[src/rtl/core/fsbw_pkg.sv]
// ----------------------------------------------------------------------------
// fsbw_pkg
// types and constants shared by the structure block walker
// ----------------------------------------------------------------------------
package fsbw_pkg;

  // nesting limit and the widths that follow from it
  localparam int MaxDepth  = 64;
  localparam int DepthW    = $clog2(MaxDepth + 1);
  localparam int DepthOutW = 7;

  localparam int WordW    = 32;
  localparam int StrSizeW = 24;
  localparam int WordsW   = 20;
  localparam int NeedW    = 31;
  localparam int PlenW    = 32;
  localparam int NoffW    = 24;
  localparam int EventW   = 3;
  localparam int CfgW     = 24;
  localparam int CfgIdxW  = 1;

  localparam int OutFieldsW = DepthOutW + PlenW + NoffW;
  localparam int OutTdataW  = ((OutFieldsW + 7) / 8) * 8;

  localparam int QueueDepth = 2;
  localparam int QPtrW      = $clog2(QueueDepth);
  localparam int QCntW      = $clog2(QueueDepth + 1);

  // token codes of the structure block
  localparam logic [WordW-1:0] TokBeginNode = 32'h0000_0001;
  localparam logic [WordW-1:0] TokEndNode   = 32'h0000_0002;
  localparam logic [WordW-1:0] TokProp      = 32'h0000_0003;
  localparam logic [WordW-1:0] TokNop       = 32'h0000_0004;

  // event codes on the result channel
  localparam logic [EventW-1:0] EvBusy  = 3'd0;
  localparam logic [EventW-1:0] EvBegin = 3'd1;
  localparam logic [EventW-1:0] EvEnd   = 3'd2;
  localparam logic [EventW-1:0] EvProp  = 3'd3;
  localparam logic [EventW-1:0] EvNop   = 3'd4;
  localparam logic [EventW-1:0] EvDone  = 3'd5;
  localparam logic [EventW-1:0] EvError = 3'd6;

  // configuration register indexes
  localparam logic [CfgIdxW-1:0] CfgStringsSize = 1'b0;
  localparam logic [CfgIdxW-1:0] CfgStructWords = 1'b1;

  // one classified word as it waits between front and back
  typedef struct packed {
    logic             restart;
    logic             tok_begin;
    logic             tok_end;
    logic             tok_prop;
    logic             tok_nop;
    logic             zero_byte;
    logic             off_bad;
    logic [NeedW-1:0] need;
    logic [WordW-1:0] word;
  } item_t;

  // low bits of the depth as carried on the result channel
  function automatic logic [DepthOutW-1:0] depth_field(input logic [DepthW-1:0] d);
    logic [DepthW+DepthOutW-1:0] ext;
    ext = {{DepthOutW{1'b0}}, d};
    return ext[DepthOutW-1:0];
  endfunction

endpackage

[src/rtl/core/fdt_structure_block_walker.sv]
// ----------------------------------------------------------------------------
// fdt_structure_block_walker
// streaming walker over the words of a device-tree structure block
// ----------------------------------------------------------------------------
// The walker takes one big-endian 32-bit structure word per request and
// returns exactly one result per word: busy, node begin, node end, property
// (with its value length and name offset), nop, subtree done or error. A walk
// starts inside a node at depth one; a word with the restart flag begins a
// new walk. Node begin is reported on the name word holding a zero byte,
// property on its name-offset word; value words report busy. After subtree
// done or an error every further word repeats that event until restart.
// Sustained rate is one word per clock while results are taken: the front
// classifies a word as it arrives, a two-entry queue holds classified words,
// and the back updates the parse state and loads the result register
// together, which is what sets the rate. A taken word is written into the
// queue, and the back then loads its result into the result register, from
// which the result request is offered.
// The two configuration registers must be written while the walker is idle.
// ----------------------------------------------------------------------------
module fdt_structure_block_walker import fsbw_pkg::*; (
  input  logic                 clk_i,
  input  logic                 rst_ni,

  // configuration writes, no read-back
  input  logic                 cfg_we_i,
  input  logic [CfgIdxW-1:0]   cfg_idx_i,
  input  logic [CfgW-1:0]      cfg_wdata_i,

  // structure words in
  input  logic                 s_axis_tvalid,
  output logic                 s_axis_tready,
  input  logic [WordW-1:0]     s_axis_tdata,   // word
  input  logic                 s_axis_tuser,   // restart

  // results out
  output logic                 m_axis_tvalid,
  input  logic                 m_axis_tready,
  output logic [OutTdataW-1:0] m_axis_tdata,   // depth_now, prop_length, name_offset
  output logic [EventW-1:0]    m_axis_tuser    // event_res
);

  // configuration registers
  logic [StrSizeW-1:0] strings_size_q;
  logic [WordsW-1:0]   struct_words_q;

  item_t front_item;
  item_t head_item;
  logic  q_full;
  logic  q_valid;
  logic  q_pop;
  logic  push;

  always_ff @(posedge clk_i or negedge rst_ni) begin
    if (!rst_ni) begin
      strings_size_q <= '0;
      struct_words_q <= '0;
    end else if (cfg_we_i) begin
      case (cfg_idx_i)
        CfgStringsSize: strings_size_q <= cfg_wdata_i[StrSizeW-1:0];
        CfgStructWords: struct_words_q <= cfg_wdata_i[WordsW-1:0];
        default: ;
      endcase
    end
  end

  // a request is taken whenever the queue has a free entry
  assign s_axis_tready = !q_full;
  assign push          = s_axis_tvalid && s_axis_tready;

  // front: token decode, zero-byte search, name offset bound, padded length
  fsbw_front u_front (
    .word_i         (s_axis_tdata),
    .restart_i      (s_axis_tuser),
    .strings_size_i (strings_size_q),
    .item_o         (front_item)
  );

  // decouples the front from a stalled result channel
  fsbw_queue u_queue (
    .clk_i   (clk_i),
    .rst_ni  (rst_ni),
    .push_i  (push),
    .item_i  (front_item),
    .full_o  (q_full),
    .pop_i   (q_pop),
    .valid_o (q_valid),
    .item_o  (head_item)
  );

  // back: phase machine, depth and word counting, result register
  fsbw_back u_back (
    .clk_i          (clk_i),
    .rst_ni         (rst_ni),
    .q_valid_i      (q_valid),
    .q_item_i       (head_item),
    .q_pop_o        (q_pop),
    .struct_words_i (struct_words_q),
    .res_valid_o    (m_axis_tvalid),
    .res_ready_i    (m_axis_tready),
    .res_event_o    (m_axis_tuser),
    .res_data_o     (m_axis_tdata)
  );

endmodule

[src/rtl/core/fsbw_front.sv]
// ----------------------------------------------------------------------------
// fsbw_front
// classifies each incoming word before it is queued
// ----------------------------------------------------------------------------
module fsbw_front import fsbw_pkg::*; (
  input  logic [WordW-1:0]    word_i,
  input  logic                restart_i,
  input  logic [StrSizeW-1:0] strings_size_i,
  output item_t               item_o
);

  logic [WordW:0] len_round;

  // padded length in words, used if this word turns out to be a length
  assign len_round = {1'b0, word_i} + (WordW + 1)'(3);

  always_comb begin
    item_o.restart   = restart_i;
    item_o.tok_begin = (word_i == TokBeginNode);
    item_o.tok_end   = (word_i == TokEndNode);
    item_o.tok_prop  = (word_i == TokProp);
    item_o.tok_nop   = (word_i == TokNop);
    item_o.zero_byte = (word_i[7:0] == 8'h00) || (word_i[15:8] == 8'h00) ||
                       (word_i[23:16] == 8'h00) || (word_i[31:24] == 8'h00);
    item_o.off_bad   = (word_i >= {{(WordW-StrSizeW){1'b0}}, strings_size_i});
    item_o.need      = len_round[WordW:2];
    item_o.word      = word_i;
  end

endmodule

[src/rtl/core/fsbw_queue.sv]
// ----------------------------------------------------------------------------
// fsbw_queue
// short first-in first-out queue of classified words
// ----------------------------------------------------------------------------
module fsbw_queue import fsbw_pkg::*; (
  input  logic  clk_i,
  input  logic  rst_ni,
  input  logic  push_i,
  input  item_t item_i,
  output logic  full_o,
  input  logic  pop_i,
  output logic  valid_o,
  output item_t item_o
);

  item_t            mem_q [QueueDepth];
  logic [QPtrW-1:0] wr_ptr_q, wr_ptr_d;
  logic [QPtrW-1:0] rd_ptr_q, rd_ptr_d;
  logic [QCntW-1:0] count_q, count_d;

  function automatic logic [QPtrW-1:0] ptr_inc(input logic [QPtrW-1:0] p);
    logic [QPtrW-1:0] r;
    if (p == QPtrW'(QueueDepth - 1)) begin
      r = '0;
    end else begin
      r = p + 1'b1;
    end
    return r;
  endfunction

  assign full_o  = (count_q == QCntW'(QueueDepth));
  assign valid_o = (count_q != '0);
  assign item_o  = mem_q[rd_ptr_q];

  always_comb begin
    wr_ptr_d = push_i ? ptr_inc(wr_ptr_q) : wr_ptr_q;
    rd_ptr_d = pop_i ? ptr_inc(rd_ptr_q) : rd_ptr_q;
    count_d  = count_q;
    if (push_i && !pop_i) begin
      count_d = count_q + 1'b1;
    end else if (pop_i && !push_i) begin
      count_d = count_q - 1'b1;
    end
  end

  always_ff @(posedge clk_i) begin
    if (push_i) begin
      mem_q[wr_ptr_q] <= item_i;
    end
  end

  always_ff @(posedge clk_i or negedge rst_ni) begin
    if (!rst_ni) begin
      wr_ptr_q <= '0;
      rd_ptr_q <= '0;
      count_q  <= '0;
    end else begin
      wr_ptr_q <= wr_ptr_d;
      rd_ptr_q <= rd_ptr_d;
      count_q  <= count_d;
    end
  end

endmodule

[src/rtl/core/fsbw_back.sv]
// ----------------------------------------------------------------------------
// fsbw_back
// parse phase machine and result register
// ----------------------------------------------------------------------------
module fsbw_back import fsbw_pkg::*; (
  input  logic                 clk_i,
  input  logic                 rst_ni,
  input  logic                 q_valid_i,
  input  item_t                q_item_i,
  output logic                 q_pop_o,
  input  logic [WordsW-1:0]    struct_words_i,
  output logic                 res_valid_o,
  input  logic                 res_ready_i,
  output logic [EventW-1:0]    res_event_o,
  output logic [OutTdataW-1:0] res_data_o
);

  localparam logic [2:0] PhToken = 3'd0;
  localparam logic [2:0] PhName  = 3'd1;
  localparam logic [2:0] PhLen   = 3'd2;
  localparam logic [2:0] PhOff   = 3'd3;
  localparam logic [2:0] PhData  = 3'd4;
  localparam logic [2:0] PhDone  = 3'd5;
  localparam logic [2:0] PhError = 3'd6;

  logic [2:0]        phase_q, phase_d, ph_eff;
  logic [DepthW-1:0] depth_q, depth_d, depth_eff;
  logic [WordsW-1:0] left_q, left_d, left_eff;
  logic [WordsW-1:0] used_q, used_d, used_eff, used_inc, room;
  logic [PlenW-1:0]  hlen_q, hlen_d;
  logic [NeedW-1:0]  hneed_q, hneed_d;

  logic                 valid_q;
  logic [EventW-1:0]    event_q, ev;
  logic [OutTdataW-1:0] data_q;
  logic [PlenW-1:0]     plen;
  logic [NoffW-1:0]     noff;
  logic                 take;

  assign take        = q_valid_i && (!valid_q || res_ready_i);
  assign q_pop_o     = take;
  assign res_valid_o = valid_q;
  assign res_event_o = event_q;
  assign res_data_o  = data_q;

  always_comb begin
    // a restart word begins a fresh walk before it is looked at
    ph_eff    = q_item_i.restart ? PhToken : phase_q;
    depth_eff = q_item_i.restart ? DepthW'(1) : depth_q;
    left_eff  = q_item_i.restart ? '0 : left_q;
    used_eff  = q_item_i.restart ? '0 : used_q;
    used_inc  = used_eff + 1'b1;
    room      = struct_words_i - used_inc;

    phase_d = ph_eff;
    depth_d = depth_eff;
    left_d  = left_eff;
    used_d  = used_eff;
    hlen_d  = hlen_q;
    hneed_d = hneed_q;
    ev      = EvBusy;
    plen    = '0;
    noff    = '0;

    if (ph_eff == PhDone) begin
      ev = EvDone;
    end else if (ph_eff == PhError) begin
      ev = EvError;
    end else if (used_eff >= struct_words_i) begin
      phase_d = PhError;
      ev      = EvError;
    end else begin
      used_d = used_inc;
      case (ph_eff)
        PhToken: begin
          if (q_item_i.tok_begin) begin
            if (depth_eff >= DepthW'(MaxDepth)) begin
              phase_d = PhError;
              ev      = EvError;
            end else begin
              phase_d = PhName;
            end
          end else if (q_item_i.tok_end) begin
            depth_d = (depth_eff != '0) ? depth_eff - 1'b1 : '0;
            if (depth_d == '0) begin
              phase_d = PhDone;
              ev      = EvDone;
            end else begin
              ev = EvEnd;
            end
          end else if (q_item_i.tok_prop) begin
            phase_d = PhLen;
          end else if (q_item_i.tok_nop) begin
            ev = EvNop;
          end else begin
            phase_d = PhError;
            ev      = EvError;
          end
        end
        PhName: begin
          if (q_item_i.zero_byte) begin
            depth_d = depth_eff + 1'b1;
            phase_d = PhToken;
            ev      = EvBegin;
          end
        end
        PhLen: begin
          hlen_d  = q_item_i.word;
          hneed_d = q_item_i.need;
          phase_d = PhOff;
        end
        PhOff: begin
          if (q_item_i.off_bad || (hneed_q > {{(NeedW-WordsW){1'b0}}, room})) begin
            phase_d = PhError;
            ev      = EvError;
          end else begin
            ev     = EvProp;
            plen   = hlen_q;
            noff   = q_item_i.word[NoffW-1:0];
            // need fits the room here, so the low bits carry it all
            left_d = hneed_q[WordsW-1:0];
            phase_d = (hneed_q != '0) ? PhData : PhToken;
          end
        end
        default: begin
          if (left_eff != '0) begin
            left_d = left_eff - 1'b1;
          end
          if (left_d == '0) begin
            phase_d = PhToken;
          end
        end
      endcase
    end
  end

  always_ff @(posedge clk_i or negedge rst_ni) begin
    if (!rst_ni) begin
      phase_q <= PhToken;
      depth_q <= DepthW'(1);
      left_q  <= '0;
      used_q  <= '0;
      valid_q <= 1'b0;
    end else begin
      if (take) begin
        phase_q <= phase_d;
        depth_q <= depth_d;
        left_q  <= left_d;
        used_q  <= used_d;
        valid_q <= 1'b1;
      end else if (res_ready_i) begin
        valid_q <= 1'b0;
      end
    end
  end

  always_ff @(posedge clk_i) begin
    if (take) begin
      hlen_q  <= hlen_d;
      hneed_q <= hneed_d;
      event_q <= ev;
      data_q  <= OutTdataW'({noff, plen, depth_field(depth_d)});
    end
  end

endmodule

[config.mk]
export PLATFORM = sky130hd
export DESIGN_NAME = fdt_structure_block_walker
export DESIGN_NICKNAME = d
export VERILOG_FILES = /design/src/rtl/core/fsbw_pkg.sv /design/src/rtl/core/fdt_structure_block_walker.sv /design/src/rtl/core/fsbw_front.sv /design/src/rtl/core/fsbw_queue.sv /design/src/rtl/core/fsbw_back.sv
export SDC_FILE = /design/constraint.sdc
export NUM_CORES = 1
export LEC_CHECK = 0
export ABC_AREA = 1
export BUFFER_PORTS_ARGS = -buffer_cell sky130_fd_sc_hd__buf_2
export CAP_MARGIN = 20
export CORE_ASPECT_RATIO = 0.5
export CORE_MARGIN = 10
export CORE_UTILIZATION = 35
export CTS_CLUSTER_SIZE = 20
export DETAILED_ROUTE_END_ITERATION = 7
export PLACE_DENSITY = 0.55
export SYNTH_ARGS = -nofsm -noshare
export SYNTH_HDL_FRONTEND = slang
export SYNTH_SLANG_ARGS = --single-unit
[constraint.sdc]
create_clock -name clk_i -period 18.97 [get_ports clk_i]
set_input_delay 1.897 -clock clk_i [delete_from_list [all_inputs] [get_ports clk_i]]
set_output_delay 1.897 -clock clk_i [all_outputs]
set_load 0.01 [all_outputs]
## Word level (Yosys, flattened, before mapping)

Memories as Yosys holds them, arrays and structs flattened.
Index checks and enable logic that the tools add are counted.

| operators by class | value |
|---|---|
| equal/unequal tests | 10 |
| reduce and logical (&&, ||, !) cells | 33 |
| add/subtract/negate cells | 10 |
| order comparisons | 4 |
| bitwise operators | 5 |
| mux-type cells | 58 |

Operator list:

| cell | count |
|---|---|
| two-way mux 20 bit | 14 |
| equality test 32 x 2 -> 1 bit, second input constant | 2 |
| two-way mux 3 bit | 20 |
| two-way mux 7 bit | 8 |
| case mux 20 bit (2 select lines) | 1 |
| adder 32 x 2 -> 33 bit, second input constant | 1 |
| equality test 32 x 1 -> 1 bit, second input constant | 1 |
| equality test 32 x 3 -> 1 bit, second input constant | 1 |
| greater-or-equal comparator 32 x 24 -> 1 bit | 1 |
| zero test 8 bit | 4 |
| > comparator 31 x 20 -> 1 bit | 1 |
| nonzero test 31 bit | 1 |
| adder 20 x 1 -> 20 bit, second input constant | 1 |
| greater-or-equal comparator 20 bit | 1 |
| zero test 20 bit | 1 |
| nonzero test 20 bit | 1 |
| subtractor 20 x 1 -> 20 bit, second input constant | 1 |
| subtractor 20 bit | 1 |
| case mux 7 bit (2 select lines) | 1 |
| case mux 3 bit (4 select lines) | 1 |
| two-way mux 2 bit | 5 |
| case mux 3 bit (3 select lines) | 1 |
| adder 7 x 1 -> 7 bit, second input constant | 1 |
| greater-or-equal comparator 7 bit, second input constant | 1 |
| other kinds (22) | 49 |

| storage, ports and cells | value |
|---|---|
| memories | 1 |
| logic and storage cells | 137 |
| input port bits | 63 |
| RAM bits | 140 |
| register bits after elaboration | 228 |

Memories:

| memory | words | width | rd ports | clocked after Yosys merged registers in | wr ports | line | source |
|---|---|---|---|---|---|---|---|
| u_queue.mem_q | 2 | 70 | 1 | 0 | 1 | fsbw_queue.sv:16 | `item_t mem_q [QueueDepth];` |

## Longest topological paths before layout

An unclocked memory read counts as a cell.

| logic depth | value |
|---|---|
| depth after elaboration | 14 |
| mapped depth | 43 |
| depth with buffers taken out | 40 |

## Cells and area by module

From an unflattened synthesis, not the netlist that was laid out.

| second synthesis, totals | value |
|---|---|
| cells, all modules | 2325 |
| area total of the unflattened synthesis | 21379.3 um^2 |

Modules (own cells, without submodules):

| module | area an instance (um^2) | instances | cells each | sequential area each (um^2) |
|---|---|---|---|---|
| fsbw_back | 12094.1 | 1 | 1541 | 5151.2 |
| fsbw_queue | 5609.1 | 1 | 243 | 4304.1 |
| fsbw_front | 1926.8 | 1 | 346 | 0.0 |
| fdt_structure_block_walker | 1749.2 | 1 | 195 | 1101.1 |

## Least setup slack after synthesis

OpenSTA, ideal clock, no wires.

| timing path | value |
|---|---|
| path type | input-to-reg |
| start point | input port m_axis_tready |
| end point | register u_back.hlen_q[0], enable pin |
| cell stages on the path | 5 |
| data required time | 18329 ps |
| arrival | 8586 ps |
| path slack | 9744 ps |
| cells stage by stage | nor2_1 a21oi_1 inv_1 clkbuf_1 nor4_1 |

| on the way | value |
|---|---|
| cells in the longest elaborated chain, start to end | 3 |

RTL lines:

| element | line | source |
|---|---|---|
| start, declared | fdt_structure_block_walker.sv:37 | `input logic m_axis_tready,` |
| logical OR 1 bit | fsbw_back.sv:40 | `assign take = q_valid_i && (!valid_q \|\| res_ready_i);` |
| logical AND 1 bit | fsbw_back.sv:40 |  |
| AND reduction 5 bit (no source line) | n/a |  |
| end signal, assigned | fsbw_back.sv:159 | `hlen_q <= hlen_d;` |
| end, declared | fsbw_back.sv:30 | `logic [PlenW-1:0] hlen_q, hlen_d;` |

Every way passes these cells.
A chain may end at the register's enable or synchronous reset.

## Worst setup path in the final report

| timing path | value |
|---|---|
| start point | register u_queue.rd_ptr_q |
| end point | register u_back.data_q[36], in the netlist u_back.res_data_o[36] (data pin) |

| on the way | value |
|---|---|
| cells in the longest elaborated chain, start to end | 7 |

RTL lines:

| element | line | source |
|---|---|---|
| start, declared | fsbw_queue.sv:18 | `logic [QPtrW-1:0] rd_ptr_q, rd_ptr_d;` |
| start signal, assigned | fsbw_queue.sv:59 | `rd_ptr_q <= rd_ptr_d;` |
| memory read (2 x 70 bit) * | n/a |  |
| two-way mux 20 bit | fsbw_back.sv:51 | `used_eff = q_item_i.restart ? '0 : used_q;` |
| adder 20 x 1 -> 20 bit | fsbw_back.sv:52 | `used_inc = used_eff + 1'b1;` |
| subtractor 20 bit | fsbw_back.sv:53 | `room = struct_words_i - used_inc;` |
| > comparator 31 x 20 -> 1 bit | fsbw_back.sv:113 | `if (q_item_i.off_bad \|\| (hneed_q > {{(NeedW-WordsW){1'b0}}, room})) begin` |
| logical OR 1 bit | fsbw_back.sv:113 |  |
| OR reduction 5 bit (no source line) * | n/a |  |
| end signal, assigned | fsbw_back.sv:162 | `data_q <= OutTdataW'({noff, plen, depth_field(depth_d)});` |
| end, declared | fsbw_back.sv:35 | `logic [OutTdataW-1:0] data_q;` |

Mark *: on every way between the ends. The rest lies on a longest branch, timed or not.

==> impl_metrics.env <==
export IMPL_status="completed"
export IMPL_syn_nets=2502
export IMPL_drtIter0Drc=1391
export IMPL_avgSynthCellArea_um2=8.711
export IMPL_powerDensity_mw_per_mm2=158.3
export IMPL_finalSetupViolations=0
export IMPL_grtUsageTotal=0.1656
export IMPL_cp_data_required_time_ns=19.36
export IMPL_p_leak_nw=10.55
export IMPL_placed_area_mm2=0.02196
export IMPL_cts_max_level=2
export IMPL_die_y_um=191.3
export IMPL_peakVddDrop_uv=80.81
export IMPL_grt_pass1_wl_um=91120
export IMPL_fmax_mhz=137.4
export IMPL_regToRegSetupSlack_ns=11.69
export IMPL_path_max_fanout=63
export IMPL_antenna_found_initial=0
export IMPL_dieArea_mm2=0.06936
export IMPL_fin_area_mm2=0.02311
export IMPL_cts_buffers=36
export IMPL_finalPower_w=0.003658
export IMPL_routed_wl_um=58680
export IMPL_fin_cells=3272
export IMPL_ios=132
export IMPL_period_share=0.3838
export IMPL_path_class="reg2reg"
export IMPL_fp_dieW_um=362.6
export IMPL_cts_clk_slew_worst_paths_ns=0.06
export IMPL_finalSetupTns_ns=0
export IMPL_skew_ns=0.01908
export IMPL_grt_pass1_vias=15470
export IMPL_layout_min_cycle_time_ns=7.280
export IMPL_nNetsFinal=2620
export IMPL_rsz0062_at_grt="false"
export IMPL_clockBufferDepth=3
export IMPL_vias=16130
export IMPL_worstMarginPinSlew_ns=1.042
export IMPL_arrival_ns=7.67
export IMPL_ctsRootBufferMaster="clkbuf_16"
export IMPL_yosys_warnings=0
export IMPL_critPathLaunchType="register"
export IMPL_row_count=62
export IMPL_yosysUniqueCellTypes=63
export IMPL_grt_max_degree=71
export IMPL_cp_common_cell="nand2_1"
export IMPL_clock_latency_ns=0.55
export IMPL_cts_resized=0
export IMPL_n_antenna_cell=0
export IMPL_port_buffers=130
export IMPL_routed_via_density=4.928
export IMPL_drc=0
export IMPL_post_place_cells=3205
export IMPL_synth_ff_type="edfxtp_1"
export IMPL_cpPeakStageDelay_ns=0.60
export IMPL_async_flop_share=0.2690
export IMPL_clkSinkCount=368
export IMPL_slew_headroom=0.3056
export IMPL_ys_seq_area_frac=0.5139
export IMPL_hold_viol_final=0
export IMPL_gp_congestion=0.9252
export IMPL_ys_ff_latch=368
export IMPL_drv_slew=0
export IMPL_fin_util=0.4005
export IMPL_syn_area_mm2=0.02054
export IMPL_drtPass1Iterations=7
export IMPL_area_growth_pct=12.53
export IMPL_wl_per_cell_um=17.93
export IMPL_overflow=0
export IMPL_drive_gt1_frac=0.1318
export IMPL_maxCapViolations=0
export IMPL_cpMaxStageDelayCell="buf_4"
export IMPL_hold_path_class="reg2reg"
export IMPL_synthCells=2358
export IMPL_holdBufCountCts=0
export IMPL_cp_end_kind="register"
export IMPL_cts_tree="yes"
export IMPL_core_mm2=0.05772
export IMPL_post_cts_buffers=0
export IMPL_hpwl_um=42490
export IMPL_start_util=0.3559
export IMPL_synth_edff_count=269
export IMPL_antenna_left=0
==> final timing paths <==
kind,start,end,cells past startpoint
max in group asynchronous,rst_ni,u_back.used_q[10]$_DFFE_PN0P_,2
min,u_back.left_q[18]$_DFFE_PN0P_,u_back.left_q[18]$_DFFE_PN0P_,2
min reg2reg,u_back.left_q[18]$_DFFE_PN0P_,u_back.left_q[18]$_DFFE_PN0P_,2
min in group asynchronous,rst_ni,u_queue.rd_ptr_q$_DFFE_PN0P_,1
max,u_queue.rd_ptr_q$_DFFE_PN0P_,u_back.res_data_o[36]$_SDFFCE_PP0P_,30
max reg2reg,u_queue.rd_ptr_q$_DFFE_PN0P_,u_back.res_data_o[36]$_SDFFCE_PP0P_,30
==> registers in the layout (all words and copies together) (netlist names) <==
signal	cells
strings_size_q	24
struct_words_q	20
u_back.depth_q	7
u_back.hlen_q	32
u_back.hneed_q	31
u_back.left_q	20
u_back.phase_q	3
u_back.res_data_o	63
u_back.res_event_o	3
u_back.res_valid_o	1
u_back.used_q	20
u_queue.count_q	2
u_queue.mem_q	140
u_queue.rd_ptr_q	1
u_queue.wr_ptr_q	1
==> placed cells by master (no fill, tap or decap), types with 5 or more instances in the layout <==
master and n:
edfxtp_1 269, nand2_1 642, a21oi_1 115, o31ai_1 5
o2111ai_1 7, clkbuf_1 5, clkbuf_16 37, clkinv_2 7
a22oi_1 11, o21ai_1 16, nand3_1 121, nor2_8 6
nor2_4 16, xnor2_1 11, ha_1 80, nand4_1 25
nor3_1 22, nor4_1 15, nor2_1 207, inv_1 299
inv_2 13, nand2_4 7, clkinv_1 12, dfrtp_1 97
nor2_2 20, buf_4 14, or2_2 27, xor2_1 43
buf_2 129, o21ai_0 138, nand2_2 25
==> routing by layer <==
| layer | routed length (um) | track usage | vias up |
|---|---|---|---|
| li1 | - | - | 7997 |
| met1 | 28220 | 0.2353 | 7676 |
| met2 | 26160 | 0.2603 | 384 |
| met3 | 3486 | 0.03261 | 69 |
| met4 | 821 | 0.03318 | 0 |
| met5 | 0 | 0 | - |
==> report_power, final <==
group	total, W	internal [W]	switching, W	leakage (nW)
combinational	0.00174	0.000518	0.00122	6.24
sequential	0.00122	0.00112	0.0000931	3.77
clock	0.000698	0.000376	0.000322	0.546
total	0.00366	0.00202	0.00164	10.6
==> synthesized netlist by cell type, types with 2 or more instances <==
library cell    n  area (um^2)
o211ai_1        3        22.52
edfxtp_1      269         8078
a211oi_1        2        15.01
o21ai_2         2        17.52
a31oi_1         4        25.02
buf_6           7        78.83
inv_1         300         1126
nand2_4         7        78.83
nor2_1        210        788.3
o21a_1          2        15.01
o31ai_1         5        37.54
nor2_2         19        118.9
nor2_8          6        120.1
clkbuf_1       37        138.9
o2111ai_1       7        61.31
xor2_1         43        376.6
buf_4           3        22.52
nor4_1         16        100.1
nor3_1         22        110.1
dfrtp_1        98         2452
nand2_2        24        150.1
o21ai_1        16        80.08
a32oi_1         2        17.52
clkinv_1        2        7.510
o21bai_1        2        15.01
o21ai_0       138        690.7
a21oi_1       116        580.6
nor3_4          3        48.80
nand3_1       121        605.6
nand2_1       643         2414
inv_2          12        45.04
nand3b_1        4        30.03
buf_2          17        85.08
or2_2          27        168.9
a22oi_1        11        82.58
nand3_2         4        40.04
ha_1           80         1001
nor2_4         14        157.7
nand4_1        25        156.4
xnor2_1        11        96.34
o22ai_1         2        12.51
==> worst max-delay path: cells and delay by family, from the launching register on <==
family                   cells  cell delay (ns)
adder cells (fa/ha/maj)      2             0.66
flip-flops                   1             0.50
buffers and inverters        4             1.14
XOR/XNOR                     1             0.26
AND/OR/NAND/NOR             23             4.47
==> cell type report <==
class,instances,area (um^2)
Sequential cell,368,10560
Clock inverter,24,181.4
Inverter,314,1179
Timing Repair Buffer,145,793.3
Tap cell,768,960.9
Multi-Input combinational cell,1611,8497
Clock buffer,42,944.7
Fill cell,5904,34600
==> through the flow <==
stage               worst slack (ns)  hold WS [ns]
floorplan                      9.744        0.4458
global placement               11.87        0.4609
detailed placement             11.71        0.4768
CTS                            11.68        0.4915
global route                   10.86        0.4928
finish                         11.69        0.4856
==> cell families after synthesis <==
family | count (synthesis) | synth area share
and+or+nand+nor | 1155 | 0.2532
buffers and inverters | 379 | 0.07420
DFF | 368 | 0.5140
AOI/OAI and AO/OA | 318 | 0.08419
adders and majority gates | 81 | 0.04971
xor gates and xnor gates | 55 | 0.02412
other | 1 | 0.0001826
muxes | 1 | 0.0004873
Power figures use the tool's default switching activity.
